**config.mk**
```make
export PLATFORM = sky130hd
export DESIGN_NAME = dxt5_block_decoder_top
export DESIGN_NICKNAME = d
export VERILOG_FILES = /design/src/dxt5_pkg.sv /design/src/dxt5_block_decoder_top.sv /design/src/dxt5_front.sv /design/src/dxt5_queue.sv /design/src/dxt5_back.sv
export SDC_FILE = /design/constraint.sdc
export NUM_CORES = 2
export LEC_CHECK = 0
export ABC_AREA = 1
export BUFFER_PORTS_ARGS = -buffer_cell sky130_fd_sc_hd__buf_2
export CORE_ASPECT_RATIO = 1.75
export CORE_UTILIZATION = 45
export CTS_BUF_LIST = sky130_fd_sc_hd__clkbuf_16
export CTS_CLUSTER_SIZE = 14
export DETAILED_ROUTE_END_ITERATION = 10
export GPL_ROUTABILITY_DRIVEN = 0
export GPL_TIMING_DRIVEN = 0
export PLACE_DENSITY_LB_ADDON = 0.25
export SYNTH_ARGS = -nofsm -noshare
export SYNTH_HDL_FRONTEND = slang
export SYNTH_SLANG_ARGS = --single-unit
export TNS_END_PERCENT = 5
```
**constraint.sdc**
```tcl
create_clock -name clk -period 17.2 [get_ports clk]
set_clock_uncertainty 0.15 [all_clocks]
set_input_delay 2.58 -clock clk [delete_from_list [all_inputs] [get_ports clk]]
set_output_delay 2.58 -clock clk [all_outputs]
set_load 0.02 [all_outputs]
```
**src/dxt5_pkg.sv**
```systemverilog
package dxt5_pkg;

  localparam int MAX_DIMENSION = 4096;
  localparam int DIM_W   = 13;
  localparam int COORD_W = 12;
  localparam int BLK_W   = $clog2(MAX_DIMENSION / 4);
  localparam int CFG_IDX_W = 8;
  localparam int QUEUE_DEPTH = 2;

  localparam logic [CFG_IDX_W-1:0] REG_IMAGE_WIDTH  = CFG_IDX_W'(0);
  localparam logic [CFG_IDX_W-1:0] REG_IMAGE_HEIGHT = CFG_IDX_W'(1);

  typedef struct packed {
    logic [7:0]  alpha_end0;
    logic [7:0]  alpha_end1;
    logic [47:0] alpha_indices;
    logic [15:0] color_end0;
    logic [15:0] color_end1;
    logic [31:0] color_indices;
  } in_item_t;

  typedef struct packed {
    logic [11:0] pixel_x;
    logic [11:0] pixel_y;
    logic [31:0] pixel_rgba;
    logic        block_last;
    logic        image_last;
  } out_item_t;

  // One decoded block waiting for the pixel sequencer
  typedef struct packed {
    logic [3:0][23:0] colour;
    logic [7:0][7:0]  alpha;
    logic [31:0]      color_indices;
    logic [47:0]      alpha_indices;
    logic [BLK_W-1:0] block_column;
    logic [BLK_W-1:0] block_row;
    logic [1:0]       ncol_m1;
    logic [1:0]       nrow_m1;
    logic             last_block;
  } blk_t;

  function automatic logic [7:0] widen5(input logic [4:0] v);
    widen5 = {v, v[4:2]};
  endfunction

  function automatic logic [7:0] widen6(input logic [5:0] v);
    widen6 = {v, v[5:4]};
  endfunction

  // Exact floor(x/3) for x < 768
  function automatic logic [7:0] div3(input logic [9:0] x);
    logic [20:0] p;
    p = {11'd0, x} * 21'd683;
    div3 = p[18:11];
  endfunction

  // Exact floor(x/7) for x < 1792
  function automatic logic [7:0] div7(input logic [10:0] x);
    logic [22:0] p;
    p = {12'd0, x} * 23'd2341;
    div7 = p[21:14];
  endfunction

  // Exact floor(x/5) for x < 1280
  function automatic logic [7:0] div5(input logic [10:0] x);
    logic [22:0] p;
    p = {12'd0, x} * 23'd3277;
    div5 = p[21:14];
  endfunction

endpackage

```
**src/dxt5_block_decoder_top.sv**
```systemverilog
// Channel  | Handshake            | Payload
// ---------+----------------------+-------------------------------------------
// input    | in_valid / in_ready  | in_data   : one DXT5 block (in_item_t)
// result   | out_valid/out_ready  | out_data  : one RGBA8 pixel (out_item_t)
// config   | cfg_valid/cfg_ready  | cfg_index, cfg_data : register write
//
// A full block yields 16 pixel transfers, one per cycle while the output is not
// stalled; an edge block yields (columns inside) x (rows inside) transfers.
// The pixel sequencer sets the block throughput.
// The palettes are built as a block is taken in, and a two-entry queue holds
// decoded blocks, so input continues while the result side stalls until full.
// Synchronous active-low reset: dimensions return to 4096, block counters to
// 0,0, queue and output register empty. cfg_ready is always high.
module dxt5_block_decoder_top (
  input  logic                            clk,
  input  logic                            rst_n,
  input  logic                            in_valid,
  output logic                            in_ready,
  input  dxt5_pkg::in_item_t              in_data,
  output logic                            out_valid,
  input  logic                            out_ready,
  output dxt5_pkg::out_item_t             out_data,
  input  logic                            cfg_valid,
  output logic                            cfg_ready,
  input  logic [dxt5_pkg::CFG_IDX_W-1:0]  cfg_index,
  input  logic [dxt5_pkg::DIM_W-1:0]      cfg_data
);

  logic           push;
  dxt5_pkg::blk_t push_data;
  logic           queue_full;
  logic           pop;
  dxt5_pkg::blk_t head;
  logic           head_valid;

  // Front: take blocks in, build palettes, track block position
  dxt5_front u_front (
    .clk       (clk),
    .rst_n     (rst_n),
    .in_valid  (in_valid),
    .in_ready  (in_ready),
    .in_data   (in_data),
    .cfg_valid (cfg_valid),
    .cfg_ready (cfg_ready),
    .cfg_index (cfg_index),
    .cfg_data  (cfg_data),
    .queue_full(queue_full),
    .push      (push),
    .push_data (push_data)
  );

  // Hold decoded blocks between the two sides
  dxt5_queue u_queue (
    .clk      (clk),
    .rst_n    (rst_n),
    .push     (push),
    .push_data(push_data),
    .full     (queue_full),
    .pop      (pop),
    .head     (head),
    .not_empty(head_valid)
  );

  // Back: emit the clipped pixels of the head block through the output register
  dxt5_back u_back (
    .clk      (clk),
    .rst_n    (rst_n),
    .blk_valid(head_valid),
    .blk      (head),
    .pop      (pop),
    .out_valid(out_valid),
    .out_ready(out_ready),
    .out_data (out_data)
  );

endmodule

```
**src/dxt5_front.sv**
```systemverilog
module dxt5_front (
  input  logic                            clk,
  input  logic                            rst_n,
  input  logic                            in_valid,
  output logic                            in_ready,
  input  dxt5_pkg::in_item_t              in_data,
  input  logic                            cfg_valid,
  output logic                            cfg_ready,
  input  logic [dxt5_pkg::CFG_IDX_W-1:0]  cfg_index,
  input  logic [dxt5_pkg::DIM_W-1:0]      cfg_data,
  input  logic                            queue_full,
  output logic                            push,
  output dxt5_pkg::blk_t                  push_data
);

  logic [dxt5_pkg::DIM_W-1:0] width_r, width_nxt;
  logic [dxt5_pkg::DIM_W-1:0] height_r, height_nxt;
  logic [dxt5_pkg::BLK_W-1:0] col_r, col_nxt;
  logic [dxt5_pkg::BLK_W-1:0] row_r, row_nxt;

  logic [dxt5_pkg::DIM_W-1:0] w_clamp, h_clamp;
  logic [dxt5_pkg::DIM_W-1:0] w_blk, h_blk;
  logic [dxt5_pkg::BLK_W:0]   bw, bh;
  logic                       col_end, row_end;
  logic [dxt5_pkg::DIM_W-1:0] rem_x, rem_y;

  logic [3:0][7:0] r, g, b;
  logic [7:0][7:0] alpha;
  logic [7:0]      a0, a1;
  logic [10:0]     asum;

  assign cfg_ready = 1'b1;
  assign in_ready  = !queue_full;
  assign push      = in_valid && in_ready;

  // Clamp dimensions: zero acts as one, oversize acts as the maximum
  always_comb begin
    if (width_r == '0) w_clamp = dxt5_pkg::DIM_W'(1);
    else if (width_r > dxt5_pkg::DIM_W'(dxt5_pkg::MAX_DIMENSION))
      w_clamp = dxt5_pkg::DIM_W'(dxt5_pkg::MAX_DIMENSION);
    else w_clamp = width_r;
    if (height_r == '0) h_clamp = dxt5_pkg::DIM_W'(1);
    else if (height_r > dxt5_pkg::DIM_W'(dxt5_pkg::MAX_DIMENSION))
      h_clamp = dxt5_pkg::DIM_W'(dxt5_pkg::MAX_DIMENSION);
    else h_clamp = height_r;
  end

  assign w_blk = (w_clamp + dxt5_pkg::DIM_W'(3)) >> 2;
  assign h_blk = (h_clamp + dxt5_pkg::DIM_W'(3)) >> 2;
  assign bw = w_blk[dxt5_pkg::BLK_W:0];
  assign bh = h_blk[dxt5_pkg::BLK_W:0];
  assign col_end = ({1'b0, col_r} + (dxt5_pkg::BLK_W+1)'(1)) >= bw;
  assign row_end = ({1'b0, row_r} + (dxt5_pkg::BLK_W+1)'(1)) >= bh;

  assign rem_x = w_clamp - {1'b0, col_r, 2'b00};
  assign rem_y = h_clamp - {1'b0, row_r, 2'b00};

  // Colour palette
  always_comb begin
    r[0] = dxt5_pkg::widen5(in_data.color_end0[15:11]);
    g[0] = dxt5_pkg::widen6(in_data.color_end0[10:5]);
    b[0] = dxt5_pkg::widen5(in_data.color_end0[4:0]);
    r[1] = dxt5_pkg::widen5(in_data.color_end1[15:11]);
    g[1] = dxt5_pkg::widen6(in_data.color_end1[10:5]);
    b[1] = dxt5_pkg::widen5(in_data.color_end1[4:0]);
    r[2] = dxt5_pkg::div3({1'b0, r[0], 1'b0} + {2'b0, r[1]});
    r[3] = dxt5_pkg::div3({2'b0, r[0]} + {1'b0, r[1], 1'b0});
    g[2] = dxt5_pkg::div3({1'b0, g[0], 1'b0} + {2'b0, g[1]});
    g[3] = dxt5_pkg::div3({2'b0, g[0]} + {1'b0, g[1], 1'b0});
    b[2] = dxt5_pkg::div3({1'b0, b[0], 1'b0} + {2'b0, b[1]});
    b[3] = dxt5_pkg::div3({2'b0, b[0]} + {1'b0, b[1], 1'b0});
  end

  // Alpha palette: six-step or four-step with fixed 0 and 255
  always_comb begin
    a0 = in_data.alpha_end0;
    a1 = in_data.alpha_end1;
    alpha[0] = a0;
    alpha[1] = a1;
    asum = '0;
    if (a0 > a1) begin
      for (int k = 1; k <= 6; k++) begin
        asum = {3'd0, a0} * 11'(7 - k) + {3'd0, a1} * 11'(k);
        alpha[k + 1] = dxt5_pkg::div7(asum);
      end
    end else begin
      for (int k = 1; k <= 4; k++) begin
        asum = {3'd0, a0} * 11'(5 - k) + {3'd0, a1} * 11'(k);
        alpha[k + 1] = dxt5_pkg::div5(asum);
      end
      alpha[6] = 8'd0;
      alpha[7] = 8'd255;
    end
  end

  always_comb begin
    for (int k = 0; k < 4; k++) push_data.colour[k] = {b[k], g[k], r[k]};
    push_data.alpha         = alpha;
    push_data.color_indices = in_data.color_indices;
    push_data.alpha_indices = in_data.alpha_indices;
    push_data.block_column  = col_r;
    push_data.block_row     = row_r;
    push_data.ncol_m1 = (rem_x >= dxt5_pkg::DIM_W'(4)) ? 2'd3 : 2'(rem_x - dxt5_pkg::DIM_W'(1));
    push_data.nrow_m1 = (rem_y >= dxt5_pkg::DIM_W'(4)) ? 2'd3 : 2'(rem_y - dxt5_pkg::DIM_W'(1));
    push_data.last_block = col_end && row_end;
  end

  // Block counters and dimension registers
  always_comb begin
    width_nxt  = width_r;
    height_nxt = height_r;
    col_nxt    = col_r;
    row_nxt    = row_r;
    if (cfg_valid && cfg_ready &&
        (cfg_index == dxt5_pkg::REG_IMAGE_WIDTH || cfg_index == dxt5_pkg::REG_IMAGE_HEIGHT)) begin
      if (cfg_index == dxt5_pkg::REG_IMAGE_WIDTH) width_nxt = cfg_data;
      else height_nxt = cfg_data;
      col_nxt = '0;
      row_nxt = '0;
    end else if (push) begin
      if (col_end) begin
        col_nxt = '0;
        row_nxt = row_end ? '0 : row_r + dxt5_pkg::BLK_W'(1);
      end else begin
        col_nxt = col_r + dxt5_pkg::BLK_W'(1);
      end
    end
  end

  always_ff @(posedge clk) begin
    if (!rst_n) begin
      width_r  <= dxt5_pkg::DIM_W'(dxt5_pkg::MAX_DIMENSION);
      height_r <= dxt5_pkg::DIM_W'(dxt5_pkg::MAX_DIMENSION);
      col_r    <= '0;
      row_r    <= '0;
    end else begin
      width_r  <= width_nxt;
      height_r <= height_nxt;
      col_r    <= col_nxt;
      row_r    <= row_nxt;
    end
  end

endmodule

```
**src/dxt5_queue.sv**
```systemverilog
module dxt5_queue (
  input  logic           clk,
  input  logic           rst_n,
  input  logic           push,
  input  dxt5_pkg::blk_t push_data,
  output logic           full,
  input  logic           pop,
  output dxt5_pkg::blk_t head,
  output logic           not_empty
);

  localparam int PTR_W = $clog2(dxt5_pkg::QUEUE_DEPTH);

  dxt5_pkg::blk_t entry_r [dxt5_pkg::QUEUE_DEPTH];
  logic [PTR_W-1:0] wr_ptr_r, wr_ptr_nxt;
  logic [PTR_W-1:0] rd_ptr_r, rd_ptr_nxt;
  logic [PTR_W:0]   count_r, count_nxt;

  assign full      = count_r == (PTR_W+1)'(dxt5_pkg::QUEUE_DEPTH);
  assign not_empty = count_r != '0;
  assign head      = entry_r[rd_ptr_r];

  always_comb begin
    wr_ptr_nxt = wr_ptr_r;
    rd_ptr_nxt = rd_ptr_r;
    count_nxt  = count_r;
    if (push) wr_ptr_nxt = wr_ptr_r + PTR_W'(1);
    if (pop)  rd_ptr_nxt = rd_ptr_r + PTR_W'(1);
    if (push && !pop) count_nxt = count_r + (PTR_W+1)'(1);
    else if (pop && !push) count_nxt = count_r - (PTR_W+1)'(1);
  end

  always_ff @(posedge clk) begin
    if (!rst_n) begin
      wr_ptr_r <= '0;
      rd_ptr_r <= '0;
      count_r  <= '0;
    end else begin
      wr_ptr_r <= wr_ptr_nxt;
      rd_ptr_r <= rd_ptr_nxt;
      count_r  <= count_nxt;
    end
  end

  always_ff @(posedge clk) begin
    if (push) entry_r[wr_ptr_r] <= push_data;
  end

endmodule

```
**src/dxt5_back.sv**
```systemverilog
module dxt5_back (
  input  logic                clk,
  input  logic                rst_n,
  input  logic                blk_valid,
  input  dxt5_pkg::blk_t      blk,
  output logic                pop,
  output logic                out_valid,
  input  logic                out_ready,
  output dxt5_pkg::out_item_t out_data
);

  logic [1:0] px_r, px_nxt;
  logic [1:0] py_r, py_nxt;
  logic       out_valid_r, out_valid_nxt;
  dxt5_pkg::out_item_t out_data_r, out_data_nxt;

  logic       advance;
  logic [3:0] pix;
  logic [1:0] ci;
  logic [2:0] ai;
  logic       blk_end;

  assign advance = blk_valid && (!out_valid_r || out_ready);
  assign pix     = {py_r, px_r};
  assign ci      = blk.color_indices[{pix, 1'b0} +: 2];
  assign ai      = blk.alpha_indices[6'(pix) * 6'd3 +: 3];
  assign blk_end = (px_r == blk.ncol_m1) && (py_r == blk.nrow_m1);
  assign pop     = advance && blk_end;

  always_comb begin
    px_nxt        = px_r;
    py_nxt        = py_r;
    out_valid_nxt = out_valid_r;
    out_data_nxt  = out_data_r;
    if (advance) begin
      out_valid_nxt           = 1'b1;
      out_data_nxt.pixel_x    = {blk.block_column, px_r};
      out_data_nxt.pixel_y    = {blk.block_row, py_r};
      out_data_nxt.pixel_rgba = {blk.alpha[ai], blk.colour[ci]};
      out_data_nxt.block_last = blk_end;
      out_data_nxt.image_last = blk_end && blk.last_block;
      // Walk only the pixels inside the image, row by row
      if (blk_end) begin
        px_nxt = '0;
        py_nxt = '0;
      end else if (px_r == blk.ncol_m1) begin
        px_nxt = '0;
        py_nxt = py_r + 2'd1;
      end else begin
        px_nxt = px_r + 2'd1;
      end
    end else if (out_ready) begin
      out_valid_nxt = 1'b0;
    end
  end

  always_ff @(posedge clk) begin
    if (!rst_n) begin
      px_r        <= '0;
      py_r        <= '0;
      out_valid_r <= 1'b0;
    end else begin
      px_r        <= px_nxt;
      py_r        <= py_nxt;
      out_valid_r <= out_valid_nxt;
    end
  end

  always_ff @(posedge clk) begin
    out_data_r <= out_data_nxt;
  end

  assign out_valid = out_valid_r;
  assign out_data  = out_data_r;

endmodule
```
* Word-level counts from Yosys, hierarchy flattened *
Memories as Yosys holds them, arrays and structs flattened. A register that Yosys moved wholly into a read port is not among the register bits.
Index checks and enable logic that the tools add are counted.

word-level totals
  bits in registers = 113
  bits in writable memories = 530
  input port bits = 154
  output and inout port bits = 61
  logic and storage cells = 140
  memories = 1

operators by class
  add/subtract/negate cells = 32
  multipliers = 23
  order comparisons = 9
  eq/ne operators = 4
  shift-type cells = 2
  muxes and demuxes = 25
  bitwise operators = 2
  reduce and logical (&&, ||, !) cells = 27

memories
  memory           words  bits a word  rd ports  clocked after memory_dff  write ports  RTL line          text
  u_queue.entry_r  2      265          1         1                         1            dxt5_queue.sv:14  dxt5_pkg::blk_t entry_r [dxt5_pkg::QUEUE_DEPTH];

operators with widths
  operator                                               count
  multiplier 11 x 12 -> 22 bit, second input constant    10
  multiplier 10 x 10 -> 19 bit, second input constant    6
  2-to-1 mux 13 bit                                      4
  binary-select mux 24 bit (select 2 bit)                1
  2-to-1 mux 48 bit                                      1
  indexed part select 48 x 7 -> 3 bit                    1
  multiplier 8 x 2 -> 10 bit, second input constant      4
  indexed part select 32 x 6 -> 2 bit                    1
  adder 8 x 9 -> 10 bit                                  3
  adder 9 x 8 -> 10 bit                                  3
  adder 13 x 2 -> 13 bit, second input constant          2
  >= comparator 13 x 3 -> 1 bit, second input constant   2
  greater-than comparator 13 bit, second input constant  2
  logical NOT 13 bit                                     2
  subtractor 13 x 12 -> 13 bit                           2
  binary-select mux 8 bit (select 3 bit)                 1
  2-to-1 mux 24 bit                                      1
  adder 10 x 1 -> 11 bit, second input constant          2
  adder 10 x 10 -> 11 bit                                2
  >= comparator 11 bit                                   2
  multiplier 8 x 3 -> 11 bit, second input constant      2
  adder 10 x 1 -> 10 bit, second input constant          2
  2-to-1 mux 10 bit                                      2
  2-to-1 mux 2 bit                                       8
  other kinds (28)                                       58

* Depth between registers and ports, before layout *
  depth in word-level cells = 7
  gate-level depth with buffers = 41
  mapped depth without buffers = 41

* By module *
From an unflattened synthesis, not the netlist that was laid out.

unflattened totals
  cell total of the unflattened synthesis = 6968
  area total of the unflattened synthesis = 65768.1 sq um

by module, submodules not included
  module      times used  cells each  area an instance (sq um)  sequential area each (sq um)
  dxt5_front  1           5404        41446.0                   920.9
  dxt5_queue  1           859         19447.4                   16015.4
  dxt5_back   1           705         4874.7                    1841.8

* Worst setup path before layout *
OpenSTA, ideal clock, no wires.

  path type = input port to flip-flop
  from = input port in_valid
  to = memory u_queue.entry_r[0][0] in the netlist's numbering, enable pin
  setup time = 0.865 ns
  arrival = 13.206 ns
  required time = 16.185 ns
  setup slack = 2.979 ns
  stages = 3
  buffers on the path = 1
  path through = nand2_1 clkbuf_1 nor2_1

on the way
  longest elaborated chain between the ends = 3

ends and longest elaborated chain
  element                                 RTL line                      text
  from (decl)                             dxt5_block_decoder_top.sv:17  input logic in_valid,
  logical AND 1 bit                       dxt5_front.sv:34              assign push = in_valid && in_ready;
  2-to-1 mux 1 bit                        dxt5_queue.sv:46              if (push) entry_r[wr_ptr_r] <= push_data;
  2-to-1 mux 1 bit (not written as such)  dxt5_queue.sv:46
  to (decl)                               dxt5_queue.sv:14

Every way passes these cells.

==> impl_summary.md <==
Detailed routing
The detailed-route wire length per cell is 19.3 um. For this run, design rule violations remaining after detail routing come to 0. Once detail routing completed, the nets flagged for antenna violations numbered 0.

The final route contains between 40000 and 50000 vias. Summed over all layers, the routed wires come to between 150000 and 200000 um. The detailed-route vias per instance is around 5.4. After the first detailed-routing iteration, the DRC count stood at between 2000 and 2500. The number of detailed-route iterations in the first pass is 10.

Floorplan
The initial utilization of the core area, before any placement, comes to 0.453. The die covers 138000 um^2. The number of standard-cell rows in the floorplan is 179. The y dimension of the die is about 500 um. The core box area is 136000 um^2. From left edge to right edge, the die measures approximately 280 um. about 220 I/O pins were placed.

Synthesis
The share of synthesized registers carrying an async set or reset is 0. The instance count of the mapped netlist is about 6700. The synthesized design spends more area on one cell type than any other, namely sky130_fd_sc_hd__edfxtp_1. By area the synthesized netlist is led by sky130_fd_sc_hd__edfxtp_1 (27%), sky130_fd_sc_hd__ha_1 (24%), sky130_fd_sc_hd__fa_1 (12%).

For this run, the leading register cell type out of synthesis is sky130_fd_sc_hd__edfxtp_1. The post-synthesis register bit count is about 610. The total standard cell area after synthesis is ~62000 um^2. For this run, the register share of the synthesized area comes to 0.290.

Counting every net in the synthesized netlist gives 8350. The number of warnings reported in the yosys synthesis log is 0. The number of distinct library cells after synthesis is around 50. The number of flops mapped to enable cells by yosys is 556. A synthesized cell averages between 9 and 10 um^2. The share of synthesized area in the top cell type comes to 0.271.

CTS
The total number of H-tree levels is 3. The worst-case clock buffer depth is 3. The tree built by TritonCTS fans out to slightly above 600 sinks. The root buffer selected by CTS is sky130_fd_sc_hd__clkbuf_16. Clock tree synthesis inserted a total of between 60 and 70 buffers. In this run, post-CTS repair resized a total of 0 instances. The count of hold buffers inserted by post-cts repair is 0. The buffer count from post-CTS setup fixing is 0.

TritonCTS built the clock tree. The clock reaches the later pin of the worst-skew pair after 0.64 ns. The CTS clock-pin slew for the worst setup and hold paths is ~0.060 ns.

Critical path
The slowest stage of the critical path is the sky130_fd_sc_hd__buf_2 cell. The delay of the slowest critical-path stage is 0.89 ns. The kind of critical path is in -> reg.

The arrival time of data at the critical path endpoint is between 10 and 15 ns. The capturing element type of the critical path is a flip-flop. Of all nets on the critical path, the largest fanout is 24.

Data on the critical path is required at its endpoint by approximately 17 ns. The startpoint class of the critical path is an input port.

Placed design
The final HPWL from detailed placement is around 140000 um. The number of placed instances with taps included is a little under 9000. At the placement stage, the worst setup path has a slack of roughly 5.8 ns. During placement, the flow inserted port buffers numbering 213.

Timing
At the pin with the least slew margin, the transition time is between 1 and 1.5 ns. In this run the tightest slew margin relative to its limit is 0.0542. Dividing the final minimum period by the clock period gives 0.623. Across all setup checks in the final design, the least slack found is approximately 6.5 ns. Setup repair after global routing left no endpoint under its margin. The worst slack on hold paths is roughly 0.28 ns. The number of hold violations in the final report came to 0. The post-layout minimum cycle time is around 11 ns.

After routing, the total negative slack on setup checks comes to 0 ns. The setup-violating endpoint count in the final report is 0. The number of slew-limit violations in the final report is 0. Derived from the worst setup path, the maximum achievable clock frequency is 93.3 MHz.

Layout
The ratio of cells with drive above 1 in the final layout is 0.0610. The synthesis-to-finish area growth is 9.75%. The number of standard cells in the layout, taps in and fillers out is between 8000 and 9000. The post-layout net count is 8651.

Global route
Summed over all layers, the global routing overflow is 0. Entering global routing, the biggest net connects 31 pins. The number of global-route vias before repair was roughly 51000.

The initial antenna violation count is 20. The first global-routing pass estimated 266000 um of wire. For this run, the total global-route usage over all layers was measured as 0.250.

Run status
The flow ran to the end, and the final reports show no timing, DRC or antenna violations.

Flow run
Across the run, the number of max-cap violations was 0.

Min path
The tightest min-delay check is of the reg -> reg type.
==> cells in the final DEF (no fill, tap or decap), types with 70 or more instances in the layout <==
cell,count
sky130_fd_sc_hd__nand4_1,70
sky130_fd_sc_hd__fa_1,370
sky130_fd_sc_hd__edfxtp_1,556
sky130_fd_sc_hd__nor2_1,374
sky130_fd_sc_hd__nand2_1,1027
sky130_fd_sc_hd__mux2i_1,128
sky130_fd_sc_hd__a21oi_1,428
sky130_fd_sc_hd__buf_2,262
sky130_fd_sc_hd__inv_1,1112
sky130_fd_sc_hd__ha_1,1160
sky130_fd_sc_hd__o21ai_0,289
sky130_fd_sc_hd__nand3_1,418
sky130_fd_sc_hd__xor2_1,205
==> sequential cells by signal, indices dropped and copies added (netlist names), 2 cells and up, named ones only <==
name              count
u_queue.count_r       2
u_front.height_r     13
u_back.py_r           2
u_front.col_r        10
u_front.row_r        10
u_queue.entry_r     498
u_back.out_data      58
u_back.px_r           2
u_front.width_r      13
==> layout make-up <==
| type | instances | area (um^2) |
|---|---|---|
| Inverter | 1113 | 4180 |
| Antenna cell | 14 | 35.0 |
| Fill cell | 12785 | 68200 |
| Timing Repair Buffer | 233 | 1480 |
| Tap cell | 1810 | 2260 |
| Buffer | 100 | 500 |
| Multi-Input combinational cell | 4841 | 39100 |
| Sequential cell | 612 | 17800 |
| Clock buffer | 68 | 1700 |
| Clock inverter | 54 | 492 |
==> cells in the mapped netlist (9+ instances only) <==
library cell               instances
sky130_fd_sc_hd__mux2i_1         128
sky130_fd_sc_hd__fa_1            370
sky130_fd_sc_hd__buf_4            13
sky130_fd_sc_hd__xnor2_1          61
sky130_fd_sc_hd__o221ai_1         14
sky130_fd_sc_hd__nor3_1           54
sky130_fd_sc_hd__nand3_1         418
sky130_fd_sc_hd__o31ai_1          15
sky130_fd_sc_hd__a21oi_1         429
sky130_fd_sc_hd__nor4_1            9
sky130_fd_sc_hd__o21a_1           14
sky130_fd_sc_hd__dfxtp_1          56
sky130_fd_sc_hd__o22ai_1          19
sky130_fd_sc_hd__nor2_1          376
sky130_fd_sc_hd__nand3b_1         11
sky130_fd_sc_hd__ha_1           1160
sky130_fd_sc_hd__clkbuf_1         29
sky130_fd_sc_hd__edfxtp_1        556
sky130_fd_sc_hd__o21bai_1         42
sky130_fd_sc_hd__a31oi_1          19
sky130_fd_sc_hd__o21ai_1          17
sky130_fd_sc_hd__nand2_1        1027
sky130_fd_sc_hd__o21ai_0         289
sky130_fd_sc_hd__inv_1          1103
sky130_fd_sc_hd__a211oi_1         22
sky130_fd_sc_hd__xor2_1          205
sky130_fd_sc_hd__buf_2            49
sky130_fd_sc_hd__a21o_1           29
sky130_fd_sc_hd__nand4_1          70
==> cells by family (layout without fill, tap and decap cells) <==
family          after synthesis  in the layout  share of synthesized area
xor+xnor                    268            268                     0.0386
simple gates               1978           1978                      0.135
other cells                   1             15                  0.0000609
mux                         128            128                     0.0208
fa+ha+maj                  1530           1530                      0.356
buf+inv                    1213           1568                     0.0760
compound gates              936            936                     0.0841
flops                       612            612                      0.290
==> metrics by stage <==
step / util / cell area [um^2]
after floorplan: - / 61500
after global placement: 0.478 / 64900
after detailed placement: 0.481 / 65300
after CTS: 0.497 / 67500
after global routing: 0.498 / 67500
final: 0.498 / 67500
==> final timing paths <==
path / cells after the start / slack [ns] / end / startpoint
max: 32 / 6.49 / u_queue.entry_r[1][132] / in_data[120]
max reg2reg: 19 / 13.00 / u_front.row_r[5] / u_front.width_r[7]
min reg2reg: 0 / 0.28 / u_back.out_data[46] / u_back.px_r[0]
min: 0 / 0.28 / u_back.out_data[46] / u_back.px_r[0]
==> worst max-delay path, delay by kind of cell <==
family                   cells  cell delay [ns]
buffers and inverters        5             1.21
AND/OR/NAND/NOR             11             1.28
XOR/XNOR                     2             0.97
adder cells (fa/ha/maj)      9             3.58
AO/OA/AOI/OAI                5             1.22
==> per-layer routing <==
| metal | wire length, um | global-route usage | share of wire | vias up |
|---|---|---|---|---|
| met5 | 88 | 0 | 0.00052 | - |
| met4 | 11900 | 0.157 | 0.070 | 16 |
| met3 | 8090 | 0.0387 | 0.047 | 517 |
| met2 | 92200 | 0.484 | 0.54 | 1207 |
| met1 | 58300 | 0.239 | 0.34 | 22745 |
| li1 | - | - | - | 23193 |
Power is left out: the tool's default activity adds up to more than one toggle a clock period on the data nets, which glitch-free logic cannot reach.
